--- src/design/fffd_pkg.sv ---
// Package with the types and constants of the fixed frame field deframer.
`timescale 1ns / 1ps

package fffd_pkg;

    localparam int unsigned POS_W   = 5;
    localparam int unsigned ID_W    = 4;
    localparam int unsigned VALUE_W = 32;
    localparam int unsigned BYTE_W  = 8;
    localparam int unsigned LANE_W  = 2;

    localparam logic [BYTE_W-1:0] SYNC_RESET = 8'hFF;

    localparam logic [POS_W-1:0] POS_HUNT        = 5'd0;
    localparam logic [POS_W-1:0] POS_TIME_FIRST  = 5'd1;
    localparam logic [POS_W-1:0] POS_TIME_LAST   = 5'd4;
    localparam logic [POS_W-1:0] POS_BYTE1_LAST  = 5'd8;
    localparam logic [POS_W-1:0] POS_LIGHT_FIRST = 5'd9;
    localparam logic [POS_W-1:0] POS_LIGHT_LAST  = 5'd10;
    localparam logic [POS_W-1:0] POS_TEMP_FIRST  = 5'd11;
    localparam logic [POS_W-1:0] POS_TEMP_LAST   = 5'd12;
    localparam logic [POS_W-1:0] POS_BYTE2_LAST  = 5'd15;
    localparam logic [POS_W-1:0] POS_TSET_FIRST  = 5'd16;
    localparam logic [POS_W-1:0] POS_FRAME_LAST  = 5'd19;

    // Offsets from position to id for the single-byte fields.
    localparam logic [POS_W-1:0] BYTE1_ID_OFS = 5'd4;
    localparam logic [POS_W-1:0] BYTE2_ID_OFS = 5'd6;

    localparam logic [ID_W-1:0] ID_TIME   = 4'd0;
    localparam logic [ID_W-1:0] ID_LIGHT  = 4'd5;
    localparam logic [ID_W-1:0] ID_TEMP   = 4'd6;
    localparam logic [ID_W-1:0] ID_TSET   = 4'd10;

    localparam int unsigned TDATA_W = ((ID_W + VALUE_W + 7) / 8) * 8;

    typedef struct packed {
        logic [ID_W-1:0]    field_id;
        logic [VALUE_W-1:0] field_value;
        logic               frame_done;
    } t_result;

endpackage

--- src/design/fixed_frame_field_deframer_core.sv ---
// Top level of the fixed frame field deframer: frame walk, accumulator and output skid.
`timescale 1ns / 1ps

// Channel  Direction  Ports                              Contents
// input    slave      s_tvalid s_tready s_tdata[7:0]     rx_byte
// output   master     m_tvalid m_tready m_tdata[39:0]    field_id, field_value; m_tlast = frame_done
// config   write      i_cfg_we i_cfg_wdata[7:0]          sync_value
//
// One item is taken per cycle while s_tready is high; a completed field's result is registered in the output register.
// A second output register holds a result when the consumer stalls, and s_tready drops
// only while that register is full. Reset returns the block to hunting for sync with an
// empty accumulator and a sync value of 0xFF.

module fixed_frame_field_deframer_core (
    input  logic                               i_clk,
    input  logic                               i_rst_n,
    input  logic                               i_cfg_we,
    input  logic [7:0]                         i_cfg_wdata,
    input  logic                               s_tvalid,
    output logic                               s_tready,
    input  logic [7:0]                         s_tdata,   // [7:0] rx_byte
    output logic                               m_tvalid,
    input  logic                               m_tready,
    output logic [fffd_pkg::TDATA_W-1:0]       m_tdata,   // [3:0] field_id, [35:4] field_value
    output logic                               m_tlast
);
    import fffd_pkg::*;

    logic [BYTE_W-1:0]  r_sync;
    logic [POS_W-1:0]   r_pos;
    logic [POS_W-1:0]   n_pos;
    logic [VALUE_W-1:0] r_acc;
    logic [VALUE_W-1:0] n_acc;
    logic [VALUE_W-1:0] acc_sum;
    logic [LANE_W-1:0]  lane;
    logic               use_acc;
    logic               res_valid;
    t_result            res;
    logic               r_out_valid;
    t_result            r_out;
    logic               r_skid_valid;
    t_result            r_skid;
    logic               accept;
    logic               out_free;
    logic [POS_W-1:0]   id_pos;

    assign s_tready = !r_skid_valid;
    assign accept   = s_tvalid && s_tready;
    assign out_free = !r_out_valid || m_tready;

    always_comb begin
        lane    = '0;
        use_acc = 1'b0;
        if (r_pos >= POS_TIME_FIRST && r_pos <= POS_TIME_LAST) begin
            lane    = LANE_W'(r_pos - POS_TIME_FIRST);
            use_acc = 1'b1;
        end else if (r_pos >= POS_LIGHT_FIRST && r_pos <= POS_LIGHT_LAST) begin
            lane    = LANE_W'(r_pos - POS_LIGHT_FIRST);
            use_acc = 1'b1;
        end else if (r_pos >= POS_TEMP_FIRST && r_pos <= POS_TEMP_LAST) begin
            lane    = LANE_W'(r_pos - POS_TEMP_FIRST);
            use_acc = 1'b1;
        end else if (r_pos >= POS_TSET_FIRST && r_pos <= POS_FRAME_LAST) begin
            lane    = LANE_W'(r_pos - POS_TSET_FIRST);
            use_acc = 1'b1;
        end
    end

    assign acc_sum = r_acc + (VALUE_W'(s_tdata) << {lane, 3'b000});

    always_comb begin
        n_pos     = r_pos + POS_W'(1);
        n_acc     = r_acc;
        res_valid = 1'b0;
        res       = '0;
        id_pos    = '0;
        if (use_acc) begin
            n_acc = acc_sum;
        end
        if (r_pos == POS_HUNT) begin
            n_pos = (s_tdata == r_sync) ? POS_TIME_FIRST : POS_HUNT;
        end else if (r_pos > POS_FRAME_LAST) begin
            n_pos = POS_HUNT;
        end else if (r_pos == POS_TIME_LAST) begin
            res_valid       = 1'b1;
            res.field_id    = ID_TIME;
            res.field_value = acc_sum;
            n_acc           = '0;
        end else if (r_pos > POS_TIME_LAST && r_pos <= POS_BYTE1_LAST) begin
            id_pos          = r_pos - BYTE1_ID_OFS;
            res_valid       = 1'b1;
            res.field_id    = id_pos[ID_W-1:0];
            res.field_value = VALUE_W'(s_tdata);
        end else if (r_pos == POS_LIGHT_LAST) begin
            res_valid       = 1'b1;
            res.field_id    = ID_LIGHT;
            res.field_value = {16'd0, acc_sum[15:0]};
            n_acc           = '0;
        end else if (r_pos == POS_TEMP_LAST) begin
            res_valid       = 1'b1;
            res.field_id    = ID_TEMP;
            res.field_value = {16'd0, acc_sum[15:0]};
            n_acc           = '0;
        end else if (r_pos > POS_TEMP_LAST && r_pos <= POS_BYTE2_LAST) begin
            id_pos          = r_pos - BYTE2_ID_OFS;
            res_valid       = 1'b1;
            res.field_id    = id_pos[ID_W-1:0];
            res.field_value = VALUE_W'(s_tdata);
        end else if (r_pos == POS_FRAME_LAST) begin
            res_valid       = 1'b1;
            res.field_id    = ID_TSET;
            res.field_value = acc_sum;
            res.frame_done  = 1'b1;
            n_acc           = '0;
            n_pos           = POS_HUNT;
        end
    end

    always_ff @(posedge i_clk) begin
        if (!i_rst_n) begin
            r_sync <= SYNC_RESET;
        end else if (i_cfg_we) begin
            r_sync <= i_cfg_wdata;
        end
    end

    always_ff @(posedge i_clk) begin
        if (!i_rst_n) begin
            r_pos <= POS_HUNT;
            r_acc <= '0;
        end else if (accept) begin
            r_pos <= n_pos;
            r_acc <= n_acc;
        end
    end

    always_ff @(posedge i_clk) begin
        if (!i_rst_n) begin
            r_out_valid  <= 1'b0;
            r_skid_valid <= 1'b0;
        end else if (out_free) begin
            if (r_skid_valid) begin
                r_out_valid  <= 1'b1;
                r_skid_valid <= 1'b0;
            end else begin
                r_out_valid <= accept && res_valid;
            end
        end else if (accept && res_valid) begin
            r_skid_valid <= 1'b1;
        end
    end

    always_ff @(posedge i_clk) begin
        if (out_free) begin
            if (r_skid_valid) begin
                r_out <= r_skid;
            end else if (accept && res_valid) begin
                r_out <= res;
            end
        end else if (accept && res_valid) begin
            r_skid <= res;
        end
    end

    assign m_tvalid = r_out_valid;
    assign m_tdata  = TDATA_W'({r_out.field_value, r_out.field_id});
    assign m_tlast  = r_out.frame_done;

endmodule

--- config.mk ---
export PLATFORM = sky130hd
export DESIGN_NAME = fixed_frame_field_deframer_core
export DESIGN_NICKNAME = d
export VERILOG_FILES = /design/src/design/fffd_pkg.sv /design/src/design/fixed_frame_field_deframer_core.sv
export SDC_FILE = /design/constraint.sdc
export NUM_CORES = 1
export LEC_CHECK = 0
export BUFFER_PORTS_ARGS = -buffer_cell sky130_fd_sc_hd__buf_2
export CORE_UTILIZATION = 55
export CTS_CLUSTER_DIAMETER = 50
export CTS_CLUSTER_SIZE = 20
export DETAILED_ROUTE_END_ITERATION = 6
export HOLD_SLACK_MARGIN = 0.06
export PLACE_DENSITY = 0.75
export SLEW_MARGIN = 20
export SYNTH_ARGS = -nofsm -noshare
export SYNTH_HDL_FRONTEND = slang
export SYNTH_SLANG_ARGS = --single-unit
--- constraint.sdc ---
create_clock -name i_clk -period 12.71 [get_ports i_clk]
set_clock_uncertainty 0.05 [all_clocks]
set_input_delay 2.542 -clock i_clk [delete_from_list [all_inputs] [get_ports i_clk]]
set_output_delay 2.542 -clock i_clk [all_outputs]
set_load 0.02 [all_outputs]
==> impl_results.md, run 1 <==
- Status: complete, no violations
- Post-detail-place hpwl: 12330 um
- Buffers & Inverters on Critical Path: 0
- Cell Rows: 41
- Multi-input combinational cell area: 3826 um2
- H-Tree Depth: 4
- Total die area: 13500 um2
- Crit start category: flip-flop
- Grt total ovfl: 0
- Drt initial violations: 339
- Vias after detailed routing: 5689
- Maximum vdd ir drop: 0.00009099 V
- Final antenna diode count: 0
- Net switching power: 0.2520 mW
- Async SR Flop Fraction: 0%
- Vias in the first global route: 5355
- Area grow syn2layout: 15.92%
- Register clock-pin slew on the reported worst setup and hold paths: 0.06 ns
- DRC: 0
- Sequential-to-total area share from yosys stat: 44.12%
- Post-detailed-route count of antenna-violating nets: 0
- Fmax: 169.1 MHz
- Max cap viols: 0
- Crit path capture type: flip-flop
- Fin. max-slew vios: 0
- Critical path data arrival time: 6.03 ns
- FF+latch count, synth: 121
- Slew HR: 36.43%
- Die Y: 116.2 um
- Avg Inst Size Synth: 10.10 um2
- DR WL/cell: 18.63 um
- EDFF count, synth: 74
- Setup WS post-layout: 6.796 ns
- Fin. Hold Viols: 0
- Crit-path cells: ha_1 > nor4b_1 > o21ai_0 > nand2_1 > nor2_1 > a21oi_1 > nor2b_1 > and2_1 > ha_1 > a21oi_1 > o21ai_0 > a2111oi_1 > o21a_1 > o31a_1 > xnor2_1 > nor2b_1 > mux2_2
- CP max stage delay: 0.77 ns
- Internal power: 0.8246 mW
- Comb power frac: 9.8%
- First-pass DRT Iterations: 5
- Drt total wl: 17720 um
- Crit Path Category: flip-flop to flip-flop
- Vias per inst: 5.982
- Final Power: 1.077 mW
- Placer Congestion: 0.9909
- Post-Synthesis Cells: 710
- Worst hold-check path type: flip-flop to flip-flop
- PortBufs: 59
- Layout fillers: 1057
- CTS max path bufs: 2
- Reg power frac: 39.2%
- Largest net degree at the start of global routing: 38
- Slowest CP cell: nor4b_1
- DP Worst Slack: 6.899 ns
- Die W: 116.2 um
- TritonCTS clock tree: yes
- Nets: 832
- FF+latch area: 3163 um2
- Initial antenna violation count: 0
- Num ports: 64
- Core ar.: 12670 um2
- Min Tclk post-route: 5.914 ns
- Root Buffer: clkbuf_16
- Pwr dens: 129.5 nW/um2
- # setup viols final: 0
- Fraction of layout cells with a size suffix above 1: 16.56%
- Initial core utilization: 56.58%
- Post-synthesis cell type count: 66
- Post-CTS sizing: 0
- Tightest Pin Transition: 0.9403 ns
- Synth Cell Area: 7169 um2
- Syn. warnings: 0
- CP required: 12.83 ns
- GR Util All Layers: 27.81%
- CP delay by family, top: compound AO/OA/AOI/OAI gates
- First-pass GRT wire length: 28000 um
- Worst skew pair latency: 0.42 ns
- Leak: 3.362 nW
- Top_reg_cell synth: edfxtp_1
- Final design utilization: 65.59%
- Crit share post-route: 46.53%
- Num CTS Buffers: 17
- CTS Sinks: 121
- Setup TNS: 0 ns
- CTS Hold Bufs: 0
- Postcts setup bufs: 0
- Worst Path Max Fanout: 14
- Clock share of power: 51.0%
- Sw frac: 23.41%
- RSZ-0062 raised after global routing: false
[power groups by stage]
stage / registers (mW) / clock network (mW) / logic [mW]
2_1_floorplan: 0.428 / 0 / 0.0779
3_3_place_gp: 0.430 / 0 / 0.100
3_5_place_dp: 0.430 / 0 / 0.103
4_1_cts: 0.422 / 0.554 / 0.104
5_1_grt: 0.422 / 0.571 / 0.114
6_report: 0.422 / 0.549 / 0.106
[metal layers]
| layer | share of wire, % | GRT usage (%) | up-vias |
|---|---|---|---|
| li1 | - | - | 2724 |
| met1 | 44 | 35.29 | 2726 |
| met2 | 49 | 46.35 | 207 |
| met3 | 5.2 | 5.553 | 32 |
| met4 | 2.2 | 11.79 | 0 |
| met5 | 0 | 0 | - |
[placed cells by master (no fill, tap or decap), types with 6 or more instances in the layout]
| master | Yosys | layout |
|---|---|---|
| xnor2_1 | 18 | 18 |
| nand2_1 | 73 | 73 |
| mux2i_1 | 16 | 16 |
| dfxtp_1 | 47 | 47 |
| o21ai_0 | 36 | 35 |
| nor2b_1 | 18 | 17 |
| nand3_1 | 10 | 10 |
| and2_1 | 46 | 46 |
| a211oi_1 | 6 | 6 |
| inv_1 | 16 | 16 |
| o21a_1 | 7 | 7 |
| and3_1 | 6 | 6 |
| o211ai_1 | 9 | 9 |
| a21o_1 | 13 | 13 |
| mux2_2 | 18 | 18 |
| buf_2 | 6 | 59 |
| ha_1 | 44 | 44 |
| xor2_1 | 20 | 20 |
| bufinv_16 | 0 | 6 |
| nor3_1 | 12 | 12 |
| clkbuf_16 | 0 | 17 |
| o31ai_1 | 13 | 13 |
| edfxtp_1 | 74 | 74 |
| a21oi_1 | 42 | 42 |
| nor2_1 | 40 | 39 |
| nand4_1 | 9 | 9 |
| a22o_1 | 24 | 24 |
[worst register-to-register path, stage by stage (launching register included)]
cell and delay (ns):
dfxtp_1 0.65, ha_1 0.26, nor4b_1 0.77, o21ai_0 0.30, nand2_1 0.20, nor2_1 0.06, a21oi_1 0.25, nor2b_1 0.56
and2_1 0.22, ha_1 0.30, a21oi_1 0.26, o21ai_0 0.17, a2111oi_1 0.72, o21a_1 0.24, o31a_1 0.17, xnor2_1 0.08
nor2b_1 0.14, mux2_2 0.27
[per-stage QoR]
stage / area [um2] / hold slack, ns / std cells
6_report: 8310 / 0.4262 / 951
5_1_grt: 8310 / 0.4439 / 951
4_1_cts: 8263 / 0.4279 / 949
3_5_place_dp: 7590 / 0.4142 / 917
3_3_place_gp: 7590 / 0.3997 / 917
2_1_floorplan: 7181 / 0.3811 / 713
[kinds of logic (layout without fill, tap and decap cells)]
family                     count (synthesis)  after routing  synth area share (%)
and+or+nand+nor                          233            233                 16.44
AOI/OAI and AO/OA                        189            189                 18.32
DFF                                      121            121                 44.12
buffers and inverters                     47            113                 2.880
adders and majority gates                 45             45                 7.958
xor gates and xnor gates                  39             39                 4.956
muxes                                     35             35                 5.270
other                                      1              4               0.05231
[path summary, 6_finish.rpt]
kind | start | end | slack [ns] | cells after the start
setup reg to reg | r_pos[3]$_SDFFE_PN0P_ | m_tdata[30]$_DFFE_PP_ | 6.80 | 17
hold / removal | r_acc[13]$_SDFFE_PN0P_ | r_acc[13]$_SDFFE_PN0P_ | 0.43 | 2
setup / recovery | r_pos[3]$_SDFFE_PN0P_ | m_tdata[30]$_DFFE_PP_ | 6.80 | 17
hold reg to reg | r_acc[13]$_SDFFE_PN0P_ | r_acc[13]$_SDFFE_PN0P_ | 0.43 | 2
[cell usage after synthesis, types with 6 or more instances]
| library cell | count | area [um2] |
|---|---|---|
| o21a_1 | 7 | 52.55 |
| nand4_1 | 9 | 56.30 |
| inv_1 | 16 | 60.06 |
| and3_1 | 6 | 37.54 |
| a211oi_1 | 6 | 45.04 |
| o211ai_1 | 9 | 67.56 |
| nand3_1 | 10 | 50.05 |
| mux2i_1 | 16 | 160.2 |
| o21ai_0 | 36 | 180.2 |
| nor2_1 | 40 | 150.1 |
| and2_1 | 46 | 287.8 |
| edfxtp_1 | 74 | 2222 |
| xor2_1 | 20 | 175.2 |
| xnor2_1 | 18 | 157.7 |
| nor2b_1 | 18 | 112.6 |
| a21o_1 | 13 | 97.59 |
| mux2_2 | 18 | 202.7 |
| dfxtp_1 | 47 | 940.9 |
| nand2_1 | 73 | 274.0 |
| buf_4 | 6 | 45.04 |
| o31ai_1 | 13 | 97.59 |
| nor3_1 | 12 | 60.06 |
| clkbuf_1 | 19 | 71.32 |
| ha_1 | 44 | 550.5 |
| a22o_1 | 24 | 210.2 |
| a21oi_1 | 42 | 210.2 |
| buf_2 | 6 | 30.03 |
[cell type report]
cell class,instances,share of cell area [%]
Clock buffer,17,5.119
Inverter,16,0.7227
Sequential cell,121,38.06
Tap cell,172,2.590
Timing Repair Buffer,65,4.487
Clock inverter,15,2.981
Multi-Input combinational cell,545,46.04
[registers in the layout, summed over array words and instances, names as in the netlist]
name	cells
m_tvalid	1
r_skid	37
m_tlast	1
r_pos	5
m_tdata	36
r_acc	32
r_skid_valid	1
r_sync	8
Note: power is estimated with default switching activity, not from simulation.
==> inputs of run 2 (changes only) <==
--- a/config.mk
+++ b/config.mk
@@ -5,13 +5,14 @@
 export SDC_FILE = /design/constraint.sdc
 export NUM_CORES = 1
 export LEC_CHECK = 0
+export ABC_AREA = 1
 export BUFFER_PORTS_ARGS = -buffer_cell sky130_fd_sc_hd__buf_2
 export CORE_UTILIZATION = 55
 export CTS_CLUSTER_DIAMETER = 50
 export CTS_CLUSTER_SIZE = 20
 export DETAILED_ROUTE_END_ITERATION = 6
 export HOLD_SLACK_MARGIN = 0.06
-export PLACE_DENSITY = 0.75
+export PLACE_DENSITY = 0.77
 export SLEW_MARGIN = 20
 export SYNTH_ARGS = -nofsm -noshare
 export SYNTH_HDL_FRONTEND = slang
==> constraint.sdc (replaced) <==
create_clock -name i_clk -period 5.05 [get_ports i_clk]
set_clock_uncertainty 0.05 [all_clocks]
set_input_delay 1.01 -clock i_clk [delete_from_list [all_inputs] [get_ports i_clk]]
set_output_delay 1.01 -clock i_clk [all_outputs]
set_load 0.02 [all_outputs]
==> run 2 against run 1 <==
Effect of this change:
- global-route usage grew 1.2 points
- die area grew 4.8%
- critical endpoint is now m_tdata[33]$_DFFE_PP_
- largest cell class unchanged
- synthesized cell count grew 36%
- total power grew 150%
==> impl_results.md, run 2 <==
- Status: complete, no violations
- Final design utilization: 64.09%
- Largest net degree at the start of global routing: 47
- Initial core utilization: 56.55%
- Sequential-to-total area share from yosys stat: 42.07%
- Worst skew pair latency: 0.42 ns
- TritonCTS clock tree: yes
- Cell Rows: 42
- First-pass DRT Iterations: 5
- Max cap viols: 0
- Avg Inst Size Synth: 7.783 um2
- Min Tclk post-route: 4.627 ns
- # setup viols final: 0
- CTS Hold Bufs: 0
- Worst hold-check path type: flip-flop to flip-flop
- Core ar.: 13300 um2
- Placer Congestion: 0.9684
- Most common cell after layout, fill and taps aside: nand2_1
- Vias after detailed routing: 6744
- Register clock-pin slew on the reported worst setup and hold paths: 0.06 ns
- Placed cell count: 1173
- Post-detailed-route count of antenna-violating nets: 0
- Cell with the most instances after synthesis: nand2_1
- Num ports: 64
- Total die area: 14140 um2
- Grt total ovfl: 0
- Post-synthesis cell type count: 49
- Syn. warnings: 0
- Synth Cell Area: 7518 um2
- Most frequent cells in the layout: nand2_1 (287), nor2_1 (93), a21oi_1 (82), edfxtp_1 (74), inv_1 (64)
- Reg2reg setup slack: 0.42 ns
- FF+latch count, synth: 121
- Maximum vdd ir drop: 0.0001893 V
- Drt initial violations: 587
- Critical path data arrival time: 4.87 ns
- Num CTS Buffers: 17
- Initial antenna violation count: 0
- PortBufs: 59
- Final antenna diode count: 0
- CTS max path bufs: 2
- Max FFs per register: 37
- Multi-input combinational cell area: 3905 um2
- Commonest cells in the netlist: nand2_1 (287), nor2_1 (94), a21oi_1 (83)
- Fin. Hold Viols: 0
- Crit path capture type: flip-flop
- Async SR Flop Fraction: 0%
- Fin. max-slew vios: 0
- Top_reg_cell synth: edfxtp_1
- Vias per inst: 5.592
- Leak: 3.666 nW
- Post-Synthesis Cells: 966
- Worst Path Max Fanout: 15
- Post-detail-place hpwl: 13870 um
- Fmax: 216.1 MHz
- Slew HR: 25.54%
- DR WL/cell: 16.29 um
- Post-synth top area share: 29.56%
- Nets: 1083
- EDFF count, synth: 74
- Layout fillers: 1178
- Post-CTS sizing: 0
- Crit start category: flip-flop
- Final std cells w/o fill: 1206
- Drt total wl: 19640 um
- Min Hold Slack: 0.4302 ns
- Tightest Pin Transition: 1.116 ns
- Pwr dens: 310.0 nW/um2
- Die W: 118.9 um
- GR Util All Layers: 29.06%
- Die Y: 118.9 um
- Fraction of layout cells with a size suffix above 1: 12.33%
- Crit share post-route: 91.63%
- Postcts setup bufs: 0
- First-pass GRT wire length: 31990 um
- Crit Path Category: flip-flop to flip-flop
- Root Buffer: clkbuf_16
- CTS Sinks: 121
- Area grow syn2layout: 13.33%
- CP required: 5.29 ns
- RSZ-0062 raised after global routing: false
- Vias in the first global route: 6439
- Ranking of synthesized cells by area: edfxtp_1 (30%), nand2_1 (14%), dfxtp_1 (13%)
- DRC: 0
- Dominant cell type by area after synthesis: edfxtp_1
- Setup TNS: 0 ns
- Biggest register: r_skid
- FF+latch area: 3163 um2
- H-Tree Depth: 4
## run 2: final cells by class
type	instances	area share (%)
timing repair buffer	66	4.229
tap	176	2.584
clock inverter	15	2.070
inverter	71	3.172
multi-input combinational	740	45.83
sequential	121	37.12
clock buffer	17	4.993
## run 2: worst paths after layout
path	from	endpoint	depth (start not counted)
worst min-delay path	r_sync[5]$_SDFFE_PN1P_	r_sync[5]$_SDFFE_PN1P_	2
worst max register to register	r_pos[0]$_SDFFE_PN0P_	m_tdata[33]$_DFFE_PP_	18
worst max-delay path	r_pos[0]$_SDFFE_PN0P_	m_tdata[33]$_DFFE_PP_	18
worst min register to register	r_sync[5]$_SDFFE_PN1P_	r_sync[5]$_SDFFE_PN1P_	2
## run 2: report_power, final
group / switching, mW / leakage, nW / internal [mW]
sequential: 0.0205 / 1.07 / 1.06
combinational: 0.215 / 2.32 / 0.108
clock: 0.463 / 0.279 / 0.774
total: 0.699 / 3.67 / 1.94
## run 2: kinds of logic after synthesis
group | after synthesis | synth area share (%)
simple gates | 493 | 27.74
compound gates | 171 | 13.01
flops | 121 | 42.07
buf+inv | 108 | 6.390
fa+ha+maj | 45 | 7.589
xor+xnor | 27 | 3.145
other cells | 1 | 0.04988
## run 2: per-stage QoR
| step | setup WS, ns | cell area [um2] | power, mW |
|---|---|---|---|
| floorplan | 1.235 | 7530 | 1.346 |
| global placement | 0.6586 | 7899 | 1.415 |
| detailed placement | 0.5519 | 7899 | 1.418 |
| CTS | 0.5372 | 8501 | 2.645 |
| global route | 0.04662 | 8521 | 2.730 |
| finish | 0.4229 | 8521 | 2.642 |
## run 2: metal layers
layer	GRT usage, %	wire length, um	vias to the layer above
li1	-	-	3358
met1	38.45	8787	3127
met2	47.77	9169	220
met3	5.268	1303	39
met4	10.13	382	0
met5	0	0	-
## run 2: worst max-delay path, stage by stage, from the launching register on
cell	delay [ns]
dfxtp_1	0.63
ha_1	0.33
nand3_1	0.20
a21oi_2	0.29
nand2_1	0.08
nand2_1	0.34
inv_1	0.34
nor3_1	0.25
ha_1	0.33
a21oi_1	0.19
o21ai_0	0.10
o21bai_1	0.27
a21oi_1	0.38
inv_1	0.08
nand2_1	0.11
nand3_1	0.10
a21oi_1	0.29
nand2_1	0.08
nand2_1	0.07
==> inputs of run 3 (changes only) <==
--- a/config.mk
+++ b/config.mk
@@ -11,9 +11,9 @@
 export CTS_CLUSTER_DIAMETER = 50
 export CTS_CLUSTER_SIZE = 20
 export DETAILED_ROUTE_END_ITERATION = 6
+export GPL_TIMING_DRIVEN = 0
 export HOLD_SLACK_MARGIN = 0.06
 export PLACE_DENSITY = 0.77
-export SLEW_MARGIN = 20
 export SYNTH_ARGS = -nofsm -noshare
 export SYNTH_HDL_FRONTEND = slang
 export SYNTH_SLANG_ARGS = --single-unit
==> run 3 against run 2 <==
Effect of this change:
- clock-buffer cell count did not move
- clock power barely moved
- fmax fell by 2.7%
- combinational power rose by 8.4%
==> impl_results.md, run 3 (same netlist as run 2, synthesis figures left out) <==
- Status: complete, no violations
- Drt total wl: 20670 um
- DR WL/cell: 16.70 um
- Cell area after layout: 8711 um2
- Fin. Hold Viols: 0
- CTS max path bufs: 2
- CP required: 5.18 ns
- CTS Hold Bufs: 0
- Buffers & Inverters on Critical Path: 3
- Slowest CP cell: dfxtp_1
- Post-CTS sizing: 0
- Most frequent CP cell: nand2_1
- RSZ-0062 raised after global routing: false
- Slew HR: 51.08%
- Vias per inst: 5.715
- PortBufs: 59
- Fraction of layout cells with a size suffix above 1: 13.65%
- Maximum vdd ir drop: 0.0002009 V
- CTS Sinks: 121
- Most frequent cells in the layout: nand2_1 (287), nor2_1 (93), a21oi_1 (82), edfxtp_1 (74), buf_2 (71)
- Vias after detailed routing: 7075
- Die Y: 118.9 um
- Root Buffer: clkbuf_16
- Setup WS post-layout: 0.2944 ns
- Num ports: 64
- Num CTS Buffers: 17
- Postcts setup bufs: 0
- Crit path capture type: flip-flop
- Die W: 118.9 um
- Min Tclk post-route: 4.756 ns
- H-Tree Depth: 4
- Nets: 1115
- First-pass GRT wire length: 32820 um
- Worst Path Max Fanout: 10
- Max cap viols: 0
- Pwr dens: 306.4 nW/um2
- Leak: 3.775 nW
- Cell Rows: 42
- DP Worst Slack: 0.4626 ns
- Final Power: 2.669 mW
- Post-detailed-route count of antenna-violating nets: 0
- Tightest Pin Transition: 0.7289 ns
- Area grow syn2layout: 15.86%
- CP delay by family, top: simple AND/OR/NAND/NOR gates
- Initial core utilization: 56.55%
- Placer Congestion: 0.9437
- Critical path data arrival time: 4.88 ns
- Largest net degree at the start of global routing: 31
- TritonCTS clock tree: yes
- Vias in the first global route: 6590
- Biggest register: r_skid
- Worst skew pair latency: 0.42 ns
- Crit-path cells: ha_1 > nand3_1 > a21oi_4 > nand2_1 > nand2_1 > nor2_1 > nor2_2 > buf_6 > buf_2 > nor3_1 > ha_1 > fa_1 > nand2_1 > nand2_1 > o21ai_1 > inv_1 > nand3_1 > nand3_1 > a21o_1 > xnor2_1 > nor2_1 > nand2_1 > nand2_1
- Crit Path Category: flip-flop to flip-flop
- GR Util All Layers: 30.23%
- Core ar.: 13300 um2
- Final antenna diode count: 0
- Register clock-pin slew on the reported worst setup and hold paths: 0.06 ns
- Most common cell after layout, fill and taps aside: nand2_1
- Crit start category: flip-flop
- Worst hold-check path type: flip-flop to flip-flop
- Fin. max-slew vios: 0
- Fmax: 210.3 MHz
- Post-detail-place hpwl: 15460 um
- Max FFs per register: 37
- First-pass DRT Iterations: 6
- Placed cell area: 8104 um2
- Grt total ovfl: 0
- Drt initial violations: 727
- DRC: 0
- Total die area: 14140 um2
- Crit share post-route: 94.17%
- Initial antenna violation count: 0
- CP max stage delay: 0.58 ns
- # setup viols final: 0
## run 3: worst reg2reg max path, delay by kind of cell, from the launching register on
kind | cells | cell delay (ns)
AND/OR/NAND/NOR | 13 | 1.37
adder cells (fa/ha/maj) | 3 | 0.98
AO/OA/AOI/OAI | 3 | 0.73
flip-flops | 1 | 0.58
buffers and inverters | 3 | 0.52
XOR/XNOR | 1 | 0.30
## run 3: final cells by class
| type | count | area (um2) |
|---|---|---|
| Tap cell | 176 | 220.2 |
| Multi-Input combinational cell | 740 | 3913 |
| Buffer | 37 | 210.2 |
| Inverter | 71 | 270.3 |
| Sequential cell | 121 | 3163 |
| Timing Repair Buffer | 61 | 335.3 |
| Clock buffer | 17 | 425.4 |
| Clock inverter | 15 | 173.9 |
| Fill cell | 1175 | 4584 |
## run 3: layer usage
metal,vias to the layer above,global-route usage (%),wire [um]
met2,302,49.09,9736
met3,54,5.125,1559
li1,3430,-,-
met5,-,0,0
met4,0,15.35,695
met1,3289,38.89,8682
## run 3: per-stage QoR
step / hold WS (ns) / TNS (ns) / utilization, % / instances
2_1_floorplan: 0.3985 / 0 / - / 969
3_3_place_gp: 0.4117 / -1.374 / 60.51 / 1204
3_5_place_dp: 0.4140 / 0 / 60.95 / 1206
4_1_cts: 0.4290 / 0 / 65.46 / 1238
5_1_grt: 0.4464 / 0 / 65.52 / 1238
6_report: 0.4280 / 0 / 65.52 / 1238
## run 3: worst paths after layout
kind	start	endpoint	slack, ns	depth (start not counted)
max	r_pos[1]$_SDFFE_PN0P_	m_tdata[20]$_DFFE_PP_	0.29	23
min	r_sync[0]$_SDFFE_PN1P_	r_sync[0]$_SDFFE_PN1P_	0.43	2
max reg2reg	r_pos[1]$_SDFFE_PN0P_	m_tdata[20]$_DFFE_PP_	0.29	23
min reg2reg	r_sync[0]$_SDFFE_PN1P_	r_sync[0]$_SDFFE_PN1P_	0.43	2
## run 3: power breakdown
part           internal [mW]  switching, mW  leakage [nW]
Combinational          0.119          0.231          2.43
Clock                  0.775          0.464         0.283
Sequential              1.06         0.0191          1.07
